`src/rtl/core/dsrc_pkg.sv`:
```
// Package with the shared types, constants and coil pattern function of the stepper controller.
`timescale 1ns / 1ps

package dsrc_pkg;

  localparam logic [7:0] STOP_PERIOD = 8'd150;
  localparam logic [7:0] ACCEL_PERIOD_RST = 8'd35;
  localparam logic [7:0] LOW_TORQUE_RST = 8'd1;
  localparam logic [2:0] MAX_PHASE_RST = 3'd4;
  localparam logic [2:0] MIN_PHASE_RST = 3'd1;
  localparam logic [7:0] MAX_MAGNITUDE = 8'd127;
  localparam logic [7:0] PERIOD_BASE = 8'd128;

  typedef enum logic [2:0] {
    REG_ACCEL_PERIOD = 3'd0,
    REG_LOW_TORQUE   = 3'd1,
    REG_ADAPTIVE     = 3'd2,
    REG_MAX_PHASE    = 3'd3,
    REG_MIN_PHASE    = 3'd4,
    REG_RELEASE      = 3'd5
  } cfg_reg_t;

  typedef enum logic {
    CMD_TICK      = 1'b0,
    CMD_SET_SPEED = 1'b1
  } cmd_t;

  typedef struct packed {
    logic [7:0] accel_period;
    logic [7:0] low_torque_speed;
    logic       adaptive_torque;
    logic [2:0] max_phase;
    logic [2:0] min_phase;
    logic       release_when_stopped;
  } cfg_t;

  function automatic logic [3:0] coil_pattern(input logic [2:0] ph, input logic single);
    logic [3:0] pat;
    pat = 4'b0000;
    case (ph)
      3'd1: pat = single ? 4'b0001 : 4'b0011;
      3'd2: pat = single ? 4'b0010 : 4'b0110;
      3'd3: pat = single ? 4'b0100 : 4'b1100;
      3'd4: pat = single ? 4'b1000 : 4'b1001;
      default: pat = 4'b0000;
    endcase
    return pat;
  endfunction

endpackage

```
`src/rtl/core/dsrc_cfg.sv`:
```
// Configuration register file of the stepper controller.
`timescale 1ns / 1ps

module dsrc_cfg (
  input  logic          clk,
  input  logic          rst_n,
  input  logic          cfg_we,
  input  logic [2:0]    cfg_addr,
  input  logic [7:0]    cfg_wdata,
  output dsrc_pkg::cfg_t cfg_o
);

  dsrc_pkg::cfg_t cfg_r;
  dsrc_pkg::cfg_t cfg_nxt;

  always_comb begin
    cfg_nxt = cfg_r;
    if (cfg_we) begin
      unique case (dsrc_pkg::cfg_reg_t'(cfg_addr))
        dsrc_pkg::REG_ACCEL_PERIOD: cfg_nxt.accel_period = cfg_wdata;
        dsrc_pkg::REG_LOW_TORQUE:   cfg_nxt.low_torque_speed = cfg_wdata;
        dsrc_pkg::REG_ADAPTIVE:     cfg_nxt.adaptive_torque = cfg_wdata[0];
        dsrc_pkg::REG_MAX_PHASE: begin
          if (cfg_wdata[2:0] >= cfg_r.min_phase) begin
            cfg_nxt.max_phase = cfg_wdata[2:0];
          end
        end
        dsrc_pkg::REG_MIN_PHASE: begin
          if (cfg_wdata[2:0] <= cfg_r.max_phase) begin
            cfg_nxt.min_phase = cfg_wdata[2:0];
          end
        end
        dsrc_pkg::REG_RELEASE:      cfg_nxt.release_when_stopped = cfg_wdata[0];
        default: cfg_nxt = cfg_r;
      endcase
    end
  end

  always_ff @(posedge clk) begin
    if (!rst_n) begin
      cfg_r.accel_period         <= dsrc_pkg::ACCEL_PERIOD_RST;
      cfg_r.low_torque_speed     <= dsrc_pkg::LOW_TORQUE_RST;
      cfg_r.adaptive_torque      <= 1'b0;
      cfg_r.max_phase            <= dsrc_pkg::MAX_PHASE_RST;
      cfg_r.min_phase            <= dsrc_pkg::MIN_PHASE_RST;
      cfg_r.release_when_stopped <= 1'b1;
    end else begin
      cfg_r <= cfg_nxt;
    end
  end

  assign cfg_o = cfg_r;

endmodule

```
`src/rtl/core/dsrc_motor.sv`:
```
// Per-motor speed, ramp and phase state and its update logic.
`timescale 1ns / 1ps

module dsrc_motor (
  input  logic              clk,
  input  logic              rst_n,
  input  logic              set_en,
  input  logic              tick_en,
  input  logic signed [7:0] speed,
  input  dsrc_pkg::cfg_t    cfg,
  output logic [3:0]        pattern_o,
  output logic              stopped_o
);

  logic [7:0] cur_r, cur_nxt;
  logic [7:0] want_r, want_nxt;
  logic [7:0] tgt_r, tgt_nxt;
  logic [7:0] step_r, step_nxt;
  logic [7:0] acc_r, acc_nxt;
  logic [2:0] phase_r, phase_nxt;
  logic       dir_now_r, dir_now_nxt;
  logic       dir_tgt_r, dir_tgt_nxt;
  logic       single_r, single_nxt;

  logic       dir_set;
  logic [7:0] speed_u;
  logic [7:0] mag;
  logic [7:0] per;
  logic [7:0] step_dec;
  logic [7:0] acc_dec;
  logic [2:0] phase_adv;

  always_comb begin
    speed_u = speed;
    dir_set = !speed[7] && (speed_u != 8'd0);
    mag = speed[7] ? (8'd0 - speed_u) : speed_u;
    if (mag > dsrc_pkg::MAX_MAGNITUDE) begin
      mag = dsrc_pkg::MAX_MAGNITUDE;
    end
    per = (mag == 8'd0) ? dsrc_pkg::STOP_PERIOD : (dsrc_pkg::PERIOD_BASE - mag);
  end

  always_comb begin
    if (dir_now_r) begin
      phase_adv = (phase_r == cfg.max_phase) ? cfg.min_phase : (phase_r + 3'd1);
    end else begin
      phase_adv = (phase_r == cfg.min_phase) ? cfg.max_phase : (phase_r - 3'd1);
    end
  end

  always_comb begin
    cur_nxt     = cur_r;
    want_nxt    = want_r;
    tgt_nxt     = tgt_r;
    step_nxt    = step_r;
    acc_nxt     = acc_r;
    phase_nxt   = phase_r;
    dir_now_nxt = dir_now_r;
    dir_tgt_nxt = dir_tgt_r;
    single_nxt  = single_r;
    step_dec    = step_r - 8'd1;
    acc_dec     = acc_r - 8'd1;
    if (set_en) begin
      dir_tgt_nxt = dir_set;
      tgt_nxt     = per;
      want_nxt    = (dir_now_r == dir_set) ? per : dsrc_pkg::STOP_PERIOD;
    end else if (tick_en) begin
      step_nxt = step_dec;
      if (step_dec == 8'd0) begin
        step_nxt = cur_r;
        if (cur_r != dsrc_pkg::STOP_PERIOD) begin
          phase_nxt = phase_adv;
        end else if (tgt_r != dsrc_pkg::STOP_PERIOD) begin
          dir_now_nxt = dir_tgt_r;
          want_nxt    = tgt_r;
        end
      end
      if (cur_r != want_nxt) begin
        acc_nxt = acc_dec;
        if (acc_dec == 8'd0) begin
          cur_nxt = (cur_r > want_nxt) ? (cur_r - 8'd1) : (cur_r + 8'd1);
          acc_nxt = cfg.accel_period;
        end
      end
      single_nxt = cfg.adaptive_torque && (cur_nxt < cfg.low_torque_speed);
    end
  end

  always_ff @(posedge clk) begin
    if (!rst_n) begin
      cur_r     <= dsrc_pkg::STOP_PERIOD;
      want_r    <= dsrc_pkg::STOP_PERIOD;
      tgt_r     <= dsrc_pkg::STOP_PERIOD;
      step_r    <= 8'd1;
      acc_r     <= 8'd1;
      phase_r   <= 3'd4;
      dir_now_r <= 1'b1;
      dir_tgt_r <= 1'b1;
      single_r  <= 1'b0;
    end else begin
      cur_r     <= cur_nxt;
      want_r    <= want_nxt;
      tgt_r     <= tgt_nxt;
      step_r    <= step_nxt;
      acc_r     <= acc_nxt;
      phase_r   <= phase_nxt;
      dir_now_r <= dir_now_nxt;
      dir_tgt_r <= dir_tgt_nxt;
      single_r  <= single_nxt;
    end
  end

  assign pattern_o = dsrc_pkg::coil_pattern(phase_nxt, single_nxt);
  assign stopped_o = (cur_nxt == dsrc_pkg::STOP_PERIOD);

`ifndef ASSERT_OFF
  a_step_nonzero: assert property (@(posedge clk) disable iff (!rst_n)
    step_r != 8'd0)
    else $error("step countdown reached zero while idle");

  a_phase_hold: assert property (@(posedge clk) disable iff (!rst_n)
    !tick_en |=> $stable(phase_r))
    else $error("phase moved without a tick");

  a_period_ramp: assert property (@(posedge clk) disable iff (!rst_n)
    ($past(rst_n) && (cur_r != $past(cur_r))) |->
      ((cur_r == $past(cur_r) + 8'd1) || (cur_r == $past(cur_r) - 8'd1)))
    else $error("current period jumped by more than one");
`endif

endmodule

```
`src/rtl/core/dual_stepper_ramp_controller_top.sv`:
```
// A tick word's coil drive word is registered and valid in the cycle after the word is accepted.
// Throughput: one input word per cycle; all state updates in a single combinational pass.
// Input is stalled only while the output register holds a word that is not taken.
// Set-speed words update state and produce no output word.
// Reset is synchronous, active low: both motors stopped at phase 4, registers at defaults.
`timescale 1ns / 1ps

module dual_stepper_ramp_controller_top (
  input  logic        clk,
  input  logic        rst_n,
  input  logic        in_tvalid,
  output logic        in_tready,
  input  logic [15:0] in_tdata,   // speed_a [7:0], speed_b [15:8]
  input  logic        in_tuser,   // command [0]
  output logic        out_tvalid,
  input  logic        out_tready,
  output logic [7:0]  out_tdata,  // coil_drive [7:0]
  input  logic        cfg_we,
  input  logic [2:0]  cfg_addr,
  input  logic [7:0]  cfg_wdata
);

  dsrc_pkg::cfg_t cfg;
  logic           in_fire;
  logic           set_en;
  logic           tick_en;
  logic [3:0]     pat_a;
  logic [3:0]     pat_b;
  logic [3:0]     pat_a_rev;
  logic           stop_a;
  logic           stop_b;
  logic [7:0]     coil_drive;
  logic           out_valid_r, out_valid_nxt;
  logic [7:0]     out_data_r, out_data_nxt;

  assign in_tready = !out_valid_r || out_tready;
  assign in_fire   = in_tvalid && in_tready;
  assign set_en    = in_fire && (dsrc_pkg::cmd_t'(in_tuser) == dsrc_pkg::CMD_SET_SPEED);
  assign tick_en   = in_fire && (dsrc_pkg::cmd_t'(in_tuser) == dsrc_pkg::CMD_TICK);

  dsrc_cfg u_cfg (
    .clk       (clk),
    .rst_n     (rst_n),
    .cfg_we    (cfg_we),
    .cfg_addr  (cfg_addr),
    .cfg_wdata (cfg_wdata),
    .cfg_o     (cfg)
  );

  dsrc_motor u_motor_a (
    .clk       (clk),
    .rst_n     (rst_n),
    .set_en    (set_en),
    .tick_en   (tick_en),
    .speed     (in_tdata[7:0]),
    .cfg       (cfg),
    .pattern_o (pat_a),
    .stopped_o (stop_a)
  );

  dsrc_motor u_motor_b (
    .clk       (clk),
    .rst_n     (rst_n),
    .set_en    (set_en),
    .tick_en   (tick_en),
    .speed     (in_tdata[15:8]),
    .cfg       (cfg),
    .pattern_o (pat_b),
    .stopped_o (stop_b)
  );

  // Motor A is wired with its coil order reversed.
  assign pat_a_rev  = {pat_a[0], pat_a[1], pat_a[2], pat_a[3]};
  assign coil_drive = (cfg.release_when_stopped && stop_a && stop_b) ? 8'd0
                                                                     : {pat_b, pat_a_rev};

  always_comb begin
    out_valid_nxt = out_valid_r;
    out_data_nxt  = out_data_r;
    if (tick_en) begin
      out_valid_nxt = 1'b1;
      out_data_nxt  = coil_drive;
    end else if (out_tready) begin
      out_valid_nxt = 1'b0;
    end
  end

  always_ff @(posedge clk) begin
    if (!rst_n) begin
      out_valid_r <= 1'b0;
    end else begin
      out_valid_r <= out_valid_nxt;
    end
  end

  always_ff @(posedge clk) begin
    out_data_r <= out_data_nxt;
  end

  assign out_tvalid = out_valid_r;
  assign out_tdata  = out_data_r;

`ifndef ASSERT_OFF
  a_out_from_tick: assert property (@(posedge clk) disable iff (!rst_n)
    $rose(out_tvalid) |-> $past(in_tvalid && in_tready && !in_tuser))
    else $error("output word without an accepted tick");

  a_set_no_out: assert property (@(posedge clk) disable iff (!rst_n)
    (in_tvalid && in_tready && in_tuser && !out_tvalid) |=> !out_tvalid)
    else $error("set-speed word produced an output word");
`endif

endmodule

```
`config.mk`:
```
export PLATFORM = sky130hd
export DESIGN_NAME = dual_stepper_ramp_controller_top
export DESIGN_NICKNAME = d
export VERILOG_FILES = /design/src/rtl/core/dsrc_pkg.sv /design/src/rtl/core/dsrc_cfg.sv /design/src/rtl/core/dsrc_motor.sv /design/src/rtl/core/dual_stepper_ramp_controller_top.sv
export SDC_FILE = /design/constraint.sdc
export NUM_CORES = 1
export LEC_CHECK = 0
export BUFFER_PORTS_ARGS = -buffer_cell sky130_fd_sc_hd__buf_2
export CAP_MARGIN = 5
export CORE_UTILIZATION = 45
export DETAILED_ROUTE_END_ITERATION = 8
export HOLD_SLACK_MARGIN = 0.12
export PLACE_DENSITY = 0.71
export SLEW_MARGIN = 20
export SYNTH_ARGS = -nofsm -noshare
export SYNTH_HDL_FRONTEND = slang
export SYNTH_SLANG_ARGS = --single-unit
```
`constraint.sdc`:
```
create_clock -name clk -period 6.4 [get_ports clk]
set_input_delay 0.32 -clock clk [delete_from_list [all_inputs] [get_ports clk]]
set_output_delay 0.32 -clock clk [all_outputs]
set_load 0.05 [all_outputs]
```
==> results.md, run 1 <==
- GRT Residual Overflow: 0
- CP Data Required Time: 6690 ps
- Final design utilization: 54.9%
- Combinational share of power: 71.3%
- Cell area after layout: 0.0103 mm2
- Most used DFF post-synth: sky130_fd_sc_hd__dfxtp_1
- Startpoint types: register
- Switching pwr: 3.05 mW
- Fmax: between 150 and 200 MHz
- Final RePlAce weighted congestion: 0.858
- Drt initial violations: 422
- Overall fraction of global-route tracks in use: 22.9%
- Largest net degree at the start of global routing: 50
- Register area share after synthesis: 30.2%
- Most instantiated library cell after synthesis: sky130_fd_sc_hd__nand2_1
- Number of register bits inferred by synthesis: 125
- Clock Latency Late Sink: 430 ps
- Area of the multi-input gates: 0.00588 mm2
- Global-route met1 utilization: between 20 and 30%
- Max_slew headroom: about 37%
- Post-route antenna net violation count: 0
- Via count of the first global-routing pass: 7,610
- Overall power consumption: roughly 7 mW
- Share of Yosys cell area claimed by the top area cell type: between 20% and 30%
- Slew at the pin closest to its max-slew limit: about 950 ps
- Half-perimeter wire length after placement: 15,900 um
- Vert. Die Dim: about 140 um
- Setup slack at placement: -67.6 ps
- Internal Pwr Total: 3.94 mW
- Core Footprint: 0.0187 mm2
- Max stage delay on crit path: 380 ps
- Reg clk slew, reported paths: 50 ps
- Final setup vio count: 0
- Unrepaired setup endpoints after global routing: true
- Per-cell routed wire length: 16.0 um
- Power Dens Cells: 681 mW/mm2
- Post-synthesis net count: 1,178
- Largest voltage drop on the vdd net: 0.000359 V
- Mapped Avg Cell Area: 7.94 um2
- Part of the total power dissipated in the clock network: 13.8%
- FILL cells: 1,709
- Post-place instance area: just over 0.009 mm2
- Register area: 0.00259 mm2
- Number of flip-flops in the largest register: 24
- Via-per-instance ratio: 5.80
- Total number of placement rows: 50
- Crit path setup slack, layout: 193 ps
- Clock period minus final worst setup slack: roughly 6200 ps
- Classification of the worst setup path: reg -> reg
- CTS buffer count: 17
- Num ports: 43
- Dominant cells by area after synthesis: sky130_fd_sc_hd__dfxtp_1 27%, sky130_fd_sc_hd__ha_1 9.4%, sky130_fd_sc_hd__nand2_1 6.4%, sky130_fd_sc_hd__a21oi_1 5.8%, sky130_fd_sc_hd__nor2_1 4.6%
- Met2 GRT Util: 38.5%
- Crit share post-route: 97.0%
- H-tree depth reported by CTS: 4
- Highest-utilization routing layer at the global route stage: met2
- Max FO, Critical Path: 7
- Overall die width: 140 um
- Clk_skew: 7.74 ps
- Count of buffers from port buffering: 42
- Fraction of power spent switching nets: 43.6%
- Number of antenna violations at the first check in global routing: 0
- Category of cells accounting for the largest share of critical-path delay: simple AND/OR/NAND/NOR gates
- Fraction of layout cells with a size suffix above 1: between 10% and 20%
- Initial Util: 45.8%
- Pre-antenna DRT Iters: 5
- # DRC: 0
- Post-layout nets: 1,259
- Buffer and inverter count on the worst path: 2
- Growth of design area from synthesis to finish: 19.9%
- Cell type with the highest aggregate area in the netlist: sky130_fd_sc_hd__dfxtp_1
- Critical path data arrival time: approximately 6500 ps
- Worst-path cell with the longest stage delay: sky130_fd_sc_hd__or3b_4
- Max-cap violation count: 0
- Number of antenna cells inserted: 0
- Leakage Power: a little over 4 nW
- Tightest Hold Check Type: in -> reg
- Post-synth design cell area: around 0.0086 mm2
- Final wirelength: 22,500 um
- CTS tree: built
- Longest Clk Path Bufs: 2
- Sequential cell fraction of total power: 14.9%
- Number of pins exceeding their max-slew limit in the final report: 0
- Number of buffers inserted for hold repair after clock tree synthesis: 0
- Count of final hold-check violations: 0
- Number of synthesis warnings: 0
- Total Die Area: 0.0196 mm2
- GRT met3 Usage: 4.27%
- Total number of clock tree sinks: 125
- Outcome: finished clean
- Count of cell types in the netlist: 82
- Most numerous cell types in the synthesized netlist: 147 x sky130_fd_sc_hd__nand2_1, 117 x sky130_fd_sc_hd__dfxtp_1, 104 x sky130_fd_sc_hd__nor2_1, 99 x sky130_fd_sc_hd__a21oi_1, 64 x sky130_fd_sc_hd__ha_1
- Synth async-reset ratio: 0%
- Clock Tree Root: sky130_fd_sc_hd__clkbuf_16
- First-pass GRT wire length: 36,400 um
- Number of standard cells after synthesis: 1,079
- Routed vias: 8,155
- Number of enable-type register cells in the synthesized netlist: 8
- Endpoint kind of the worst setup timing path: register
-- worst paths after layout --
| check | endpoint | startpoint | cells after the start | slack (ps) |
|---|---|---|---|---|
| max reg2reg | out_tdata[5] | u_motor_b.step_r[1] | 30 | 190 |
| max | out_tdata[5] | u_motor_b.step_r[1] | 30 | 190 |
| min reg2reg | u_cfg.cfg_o[11] | u_cfg.cfg_o[11] | 2 | 460 |
| min | u_cfg.cfg_o[21] | cfg_wdata[5] | 3 | 150 |
-- what timing repair did --
| item | in CTS | in global routing |
|---|---|---|
| buffers inserted | 0 | 11 |
| pin swaps | 0 | 32 |
| gates resized for setup | 4 | 51 |
| setup endpoints to repair | 5 | 10 |
-- kinds of logic (layout without fill, tap and decap cells) --
logic type | after synthesis | count (layout) | synth area share [%]
buffers and inverters | 97 | 190 | 4.33
adder cells (fa/ha/maj) | 66 | 66 | 9.82
AO/OA/AOI/OAI | 274 | 274 | 20.2
XOR/XNOR | 54 | 54 | 5.52
AND/OR/NAND/NOR | 423 | 423 | 25.0
multiplexers | 40 | 40 | 4.92
flip-flops | 125 | 125 | 30.2
-- power groups by stage --
stage	combinational (mW)	clock, mW	sequential [mW]
finish	4.98	0.968	1.04
global route	5.46	1.01	1.05
CTS	4.39	0.979	1.03
detailed placement	4.33	0	1.05
global placement	4.23	0	1.05
floorplan	3.00	0	1.09
-- tightest hold or removal path, cell delays in order --
cell and delay, ps:
sky130_fd_sc_hd__buf_2 100, sky130_fd_sc_hd__nand2_1 50, sky130_fd_sc_hd__nand3_1 70
-- through the flow --
step | hold slack (ps) | std cells | TNS, ps
2_1_floorplan | 435 | 1079 | 0
3_3_place_gp | 443 | 1365 | 0
3_5_place_dp | 455 | 1365 | -82.6
4_1_cts | 139 | 1396 | 0
5_1_grt | 145 | 1406 | -474
6_report | 147 | 1406 | 0
-- cell type report --
| class | instances | share of cell area (%) |
|---|---|---|
| Multi-Input combinational cell | 857 | 57.3 |
| Sequential cell | 125 | 25.2 |
| Timing Repair Buffer | 107 | 7.03 |
| Clock buffer | 24 | 4.89 |
| Tap cell | 234 | 2.85 |
| Inverter | 52 | 1.90 |
| Clock inverter | 7 | 0.829 |
-- metal layers --
layer  routed length [um]  vias to the layer above
met4                  453                        0
met5                    0                        -
met2                10700                      226
met1                10200                     3847
li1                     -                     4043
met3                 1190                       39
-- layout by cell type (no fill, tap or decap), types with 6 or more instances in the layout --
| cell | synthesis | routed |
|---|---|---|
| sky130_fd_sc_hd__nand2_1 | 147 | 147 |
| sky130_fd_sc_hd__dfxtp_1 | 117 | 114 |
| sky130_fd_sc_hd__nor2_1 | 104 | 101 |
| sky130_fd_sc_hd__a21oi_1 | 99 | 92 |
| sky130_fd_sc_hd__buf_4 | 1 | 61 |
| sky130_fd_sc_hd__ha_1 | 64 | 56 |
| sky130_fd_sc_hd__o21ai_0 | 51 | 50 |
| sky130_fd_sc_hd__inv_1 | 50 | 47 |
| sky130_fd_sc_hd__buf_2 | 2 | 42 |
| sky130_fd_sc_hd__xnor2_1 | 41 | 40 |
| sky130_fd_sc_hd__nand3_1 | 28 | 28 |
| sky130_fd_sc_hd__nor3_1 | 28 | 27 |
| sky130_fd_sc_hd__mux2i_1 | 23 | 20 |
| sky130_fd_sc_hd__o211ai_1 | 18 | 18 |
| sky130_fd_sc_hd__mux2_2 | 17 | 17 |
| sky130_fd_sc_hd__clkbuf_16 | 0 | 17 |
| sky130_fd_sc_hd__xor2_1 | 13 | 13 |
| sky130_fd_sc_hd__a211o_1 | 13 | 13 |
| sky130_fd_sc_hd__nand4_1 | 12 | 12 |
| sky130_fd_sc_hd__or3_1 | 11 | 11 |
| sky130_fd_sc_hd__a21o_1 | 10 | 10 |
| sky130_fd_sc_hd__nor2b_1 | 11 | 9 |
| sky130_fd_sc_hd__a22oi_1 | 9 | 8 |
| sky130_fd_sc_hd__and2_1 | 9 | 8 |
| sky130_fd_sc_hd__a31oi_1 | 8 | 8 |
| sky130_fd_sc_hd__ha_4 | 0 | 8 |
| sky130_fd_sc_hd__edfxtp_1 | 8 | 8 |
| sky130_fd_sc_hd__nand2b_1 | 7 | 7 |
| sky130_fd_sc_hd__o21a_1 | 7 | 7 |
| sky130_fd_sc_hd__o22ai_1 | 7 | 6 |
| sky130_fd_sc_hd__a21oi_2 | 0 | 6 |
| sky130_fd_sc_hd__and3_1 | 7 | 6 |
| sky130_fd_sc_hd__a311oi_1 | 6 | 6 |
Note: power is estimated with default switching activity, not from simulation.
==> inputs of run 2 (changes only) <==
--- a/config.mk
+++ b/config.mk
@@ -10,7 +10,6 @@
 export CORE_UTILIZATION = 45
 export DETAILED_ROUTE_END_ITERATION = 8
 export HOLD_SLACK_MARGIN = 0.12
-export PLACE_DENSITY = 0.71
 export SLEW_MARGIN = 20
 export SYNTH_ARGS = -nofsm -noshare
 export SYNTH_HDL_FRONTEND = slang
==> run 2 against run 1 <==
First-iteration DRC count down 2.4%. Sequential share of layout area up 0.37 points. Worst setup slack worse by 47 ps. Clock skew up 1.7 ps. Die area unchanged. Combinational power down 9.2%. Final cell count down 0.78%. Critical endpoint is now out_tdata[7]. Largest power group unchanged. Power down 5.9%. Largest cell class unchanged. Non-clock buffer count down 12. Register-to-register slack worse by 50 ps. Critical path depth up 1. Via count down 3.9%.
==> results.md, run 2 (same netlist as run 1, synthesis figures left out) <==
- Core Footprint: 0.0187 mm2 (unchanged)
- Final wirelength: 22,300 um (was 22,500 um)
- Highest-utilization routing layer at the global route stage: met2 (unchanged)
- Clock Latency Late Sink: 420 ps (was 430 ps)
- CTS tree: built (unchanged)
- Global-route met1 utilization: 31.2% (was 29.5%)
- Number of flip-flops in the largest register: 24 (unchanged)
- Per-cell routed wire length: 16.0 um (about the same)
- Routed vias: 7,840 (was 8,155)
- Clk_skew: 9.40 ps (was 7.74 ps)
- Drt initial violations: 412 (was 422)
- Fmax: 160 MHz (was 161 MHz)
- Worst-path cell with the longest stage delay: sky130_fd_sc_hd__or3b_4 (unchanged)
- Max stage delay on crit path: 370 ps (was 380 ps)
- Post-layout nets: 1,247 (was 1,259)
- CTS buffer count: 17 (unchanged)
- Slew at the pin closest to its max-slew limit: 818 ps (was 945 ps)
- Clock period minus final worst setup slack: 6250 ps (was 6210 ps)
- Cell area after layout: 0.0101 mm2 (was 0.0103 mm2)
- CP Data Required Time: 6680 ps (was 6690 ps)
- Hold depth: 3 (unchanged)
- Overall die width: 140 um (unchanged)
- R2r worst-path depth: 31 (was 30)
- Count of buffers from port buffering: 42 (unchanged)
- Leakage Power: 4.07 nW (was 4.14 nW)
- Tightest Hold Check Type: in -> reg (unchanged)
- Largest voltage drop on the vdd net: 0.000474 V (was 0.000359 V)
- Total number of placement rows: 50 (unchanged)
- FILL cells: 1,776 (was 1,709)
- Max_slew headroom: 45.1% (was 37.0%)
- Classification of the worst setup path: reg -> reg (unchanged)
- Number of pins exceeding their max-slew limit in the final report: 0 (unchanged)
- Final setup vio count: 0 (unchanged)
- Overall power consumption: 6.58 mW (was 6.99 mW)
- Half-perimeter wire length after placement: 16,000 um (was 15,900 um)
- Startpoint types: register (unchanged)
- GRT met3 Usage: 3.90% (was 4.27%)
- Post-place instance area: 0.00925 mm2 (was 0.00930 mm2)
- Largest net degree at the start of global routing: 53 (was 50)
- Final RePlAce weighted congestion: 0.829 (was 0.858)
- Total Die Area: 0.0196 mm2 (unchanged)
- Growth of design area from synthesis to finish: 18.1% (was 19.9%)
- Most frequent standard cell in the layout excluding fill and tap cells: sky130_fd_sc_hd__nand2_1 (unchanged)
- Met2 GRT Util: 38.8% (was 38.5%)
- Power Dens Cells: 651 mW/mm2 (was 681 mW/mm2)
- Longest Clk Path Bufs: 2 (unchanged)
- Placed Cells: 1,358 (was 1,365)
- First-pass GRT wire length: 37,100 um (was 36,400 um)
- Post-route antenna net violation count: 0 (unchanged)
- Reg clk slew, reported paths: 60 ps (was 50 ps)
- Endpoint kind of the worst setup timing path: register (unchanged)
- Number of antenna violations at the first check in global routing: 0 (unchanged)
- Number of antenna cells inserted: 0 (unchanged)
- Crit share post-route: 97.7% (was 97.0%)
- Unrepaired setup endpoints after global routing: true (unchanged)
- Fraction of layout cells with a size suffix above 1: 16.8% (was 18.4%)
- Clock Tree Root: sky130_fd_sc_hd__clkbuf_16 (unchanged)
- Outcome: finished clean (unchanged)
- Critical path data arrival time: 6540 ps (was 6500 ps)
- Max FO, Critical Path: 8 (was 7)
- Count of final hold-check violations: 0 (unchanged)
- Via count of the first global-routing pass: 7,474 (was 7,610)
- Number of non-filler instances in the completed layout: 1,395 (was 1,406)
- Initial Util: 45.8% (unchanged)
- Max-cap violation count: 0 (unchanged)
- Num ports: 43 (unchanged)
- Via-per-instance ratio: 5.62 (was 5.80)
- H-tree depth reported by CTS: 4 (unchanged)
- Leading cell types in the layout, fill and taps excluded: 147 x sky130_fd_sc_hd__nand2_1, 115 x sky130_fd_sc_hd__dfxtp_1, 103 x sky130_fd_sc_hd__nor2_1 (was 147 x sky130_fd_sc_hd__nand2_1, 114 x sky130_fd_sc_hd__dfxtp_1, 101 x sky130_fd_sc_hd__nor2_1)
- Overall fraction of global-route tracks in use: 23.5% (was 22.9%)
- GRT Residual Overflow: 0 (unchanged)
- Most numerous cell on the critical path: sky130_fd_sc_hd__ha_4
- # DRC: 0 (unchanged)
- Vert. Die Dim: 140 um (unchanged)
- Pre-antenna DRT Iters: 5 (unchanged)
- Total number of clock tree sinks: 125 (unchanged)
## run 2: stage by stage
stage | setup slack (ps) | utilization, % | TNS [ps] | hold slack [ps]
5_1_grt | -241 | 54.0 | -801 | 145
2_1_floorplan | 132 | - | 0 | 435
4_1_cts | 15.3 | 52.8 | 0 | 134
3_3_place_gp | -120 | 49.5 | -287 | 444
3_5_place_dp | -277 | 49.5 | -903 | 452
6_report | 146 | 54.0 | 0 | 147
## run 2: path summary, 6_finish.rpt
path / to / slack (ps) / start
worst max-delay path: out_tdata[7] / 150 / u_motor_b.step_r[1]
worst min-delay path: u_cfg.cfg_o[21] / 150 / cfg_wdata[5]
worst max register to register: out_tdata[7] / 150 / u_motor_b.step_r[1]
worst min register to register: u_cfg.cfg_o[9] / 460 / u_cfg.cfg_o[9]
## run 2: area by class of cell
class,instances,area (um2),area share [%]
Timing Repair Buffer,95,612,6.05
Inverter,52,195,1.93
Clock buffer,22,475,4.70
Tap cell,234,293,2.90
Multi-Input combinational cell,857,5810,57.5
Clock inverter,10,135,1.34
Sequential cell,125,2580,25.6
## run 2: per-layer routing
layer | vias up | share of wire, % | wire, um
met1 | 3675 | 49 | 10900
met4 | 0 | 1.3 | 297
met2 | 136 | 47 | 10400
met3 | 19 | 3.2 | 712
li1 | 4010 | - | -
met5 | - | 0 | 0
## run 2: timing repair
item                                    CTS  global route
gates resized for setup                   6            37
endpoints found under the setup margin    4            10
pin swaps                                 0            26
hold buffers                              0             0
buffers inserted                          0             5
## run 2: worst max-delay path: cells and delay by family, from the launching register on
kind / cells / cell delay, ps
and+or+nand+nor: 12 / 2460
AOI/OAI and AO/OA: 11 / 1830
adders and majority gates: 4 / 970
xor gates and xnor gates: 2 / 360
DFF: 1 / 330
buffers and inverters: 2 / 170
## run 2: where the power goes
group	internal, mW	switching (mW)	total, mW
clock network	0.645	0.366	1.01
logic	2.12	2.40	4.52
registers	0.926	0.122	1.05
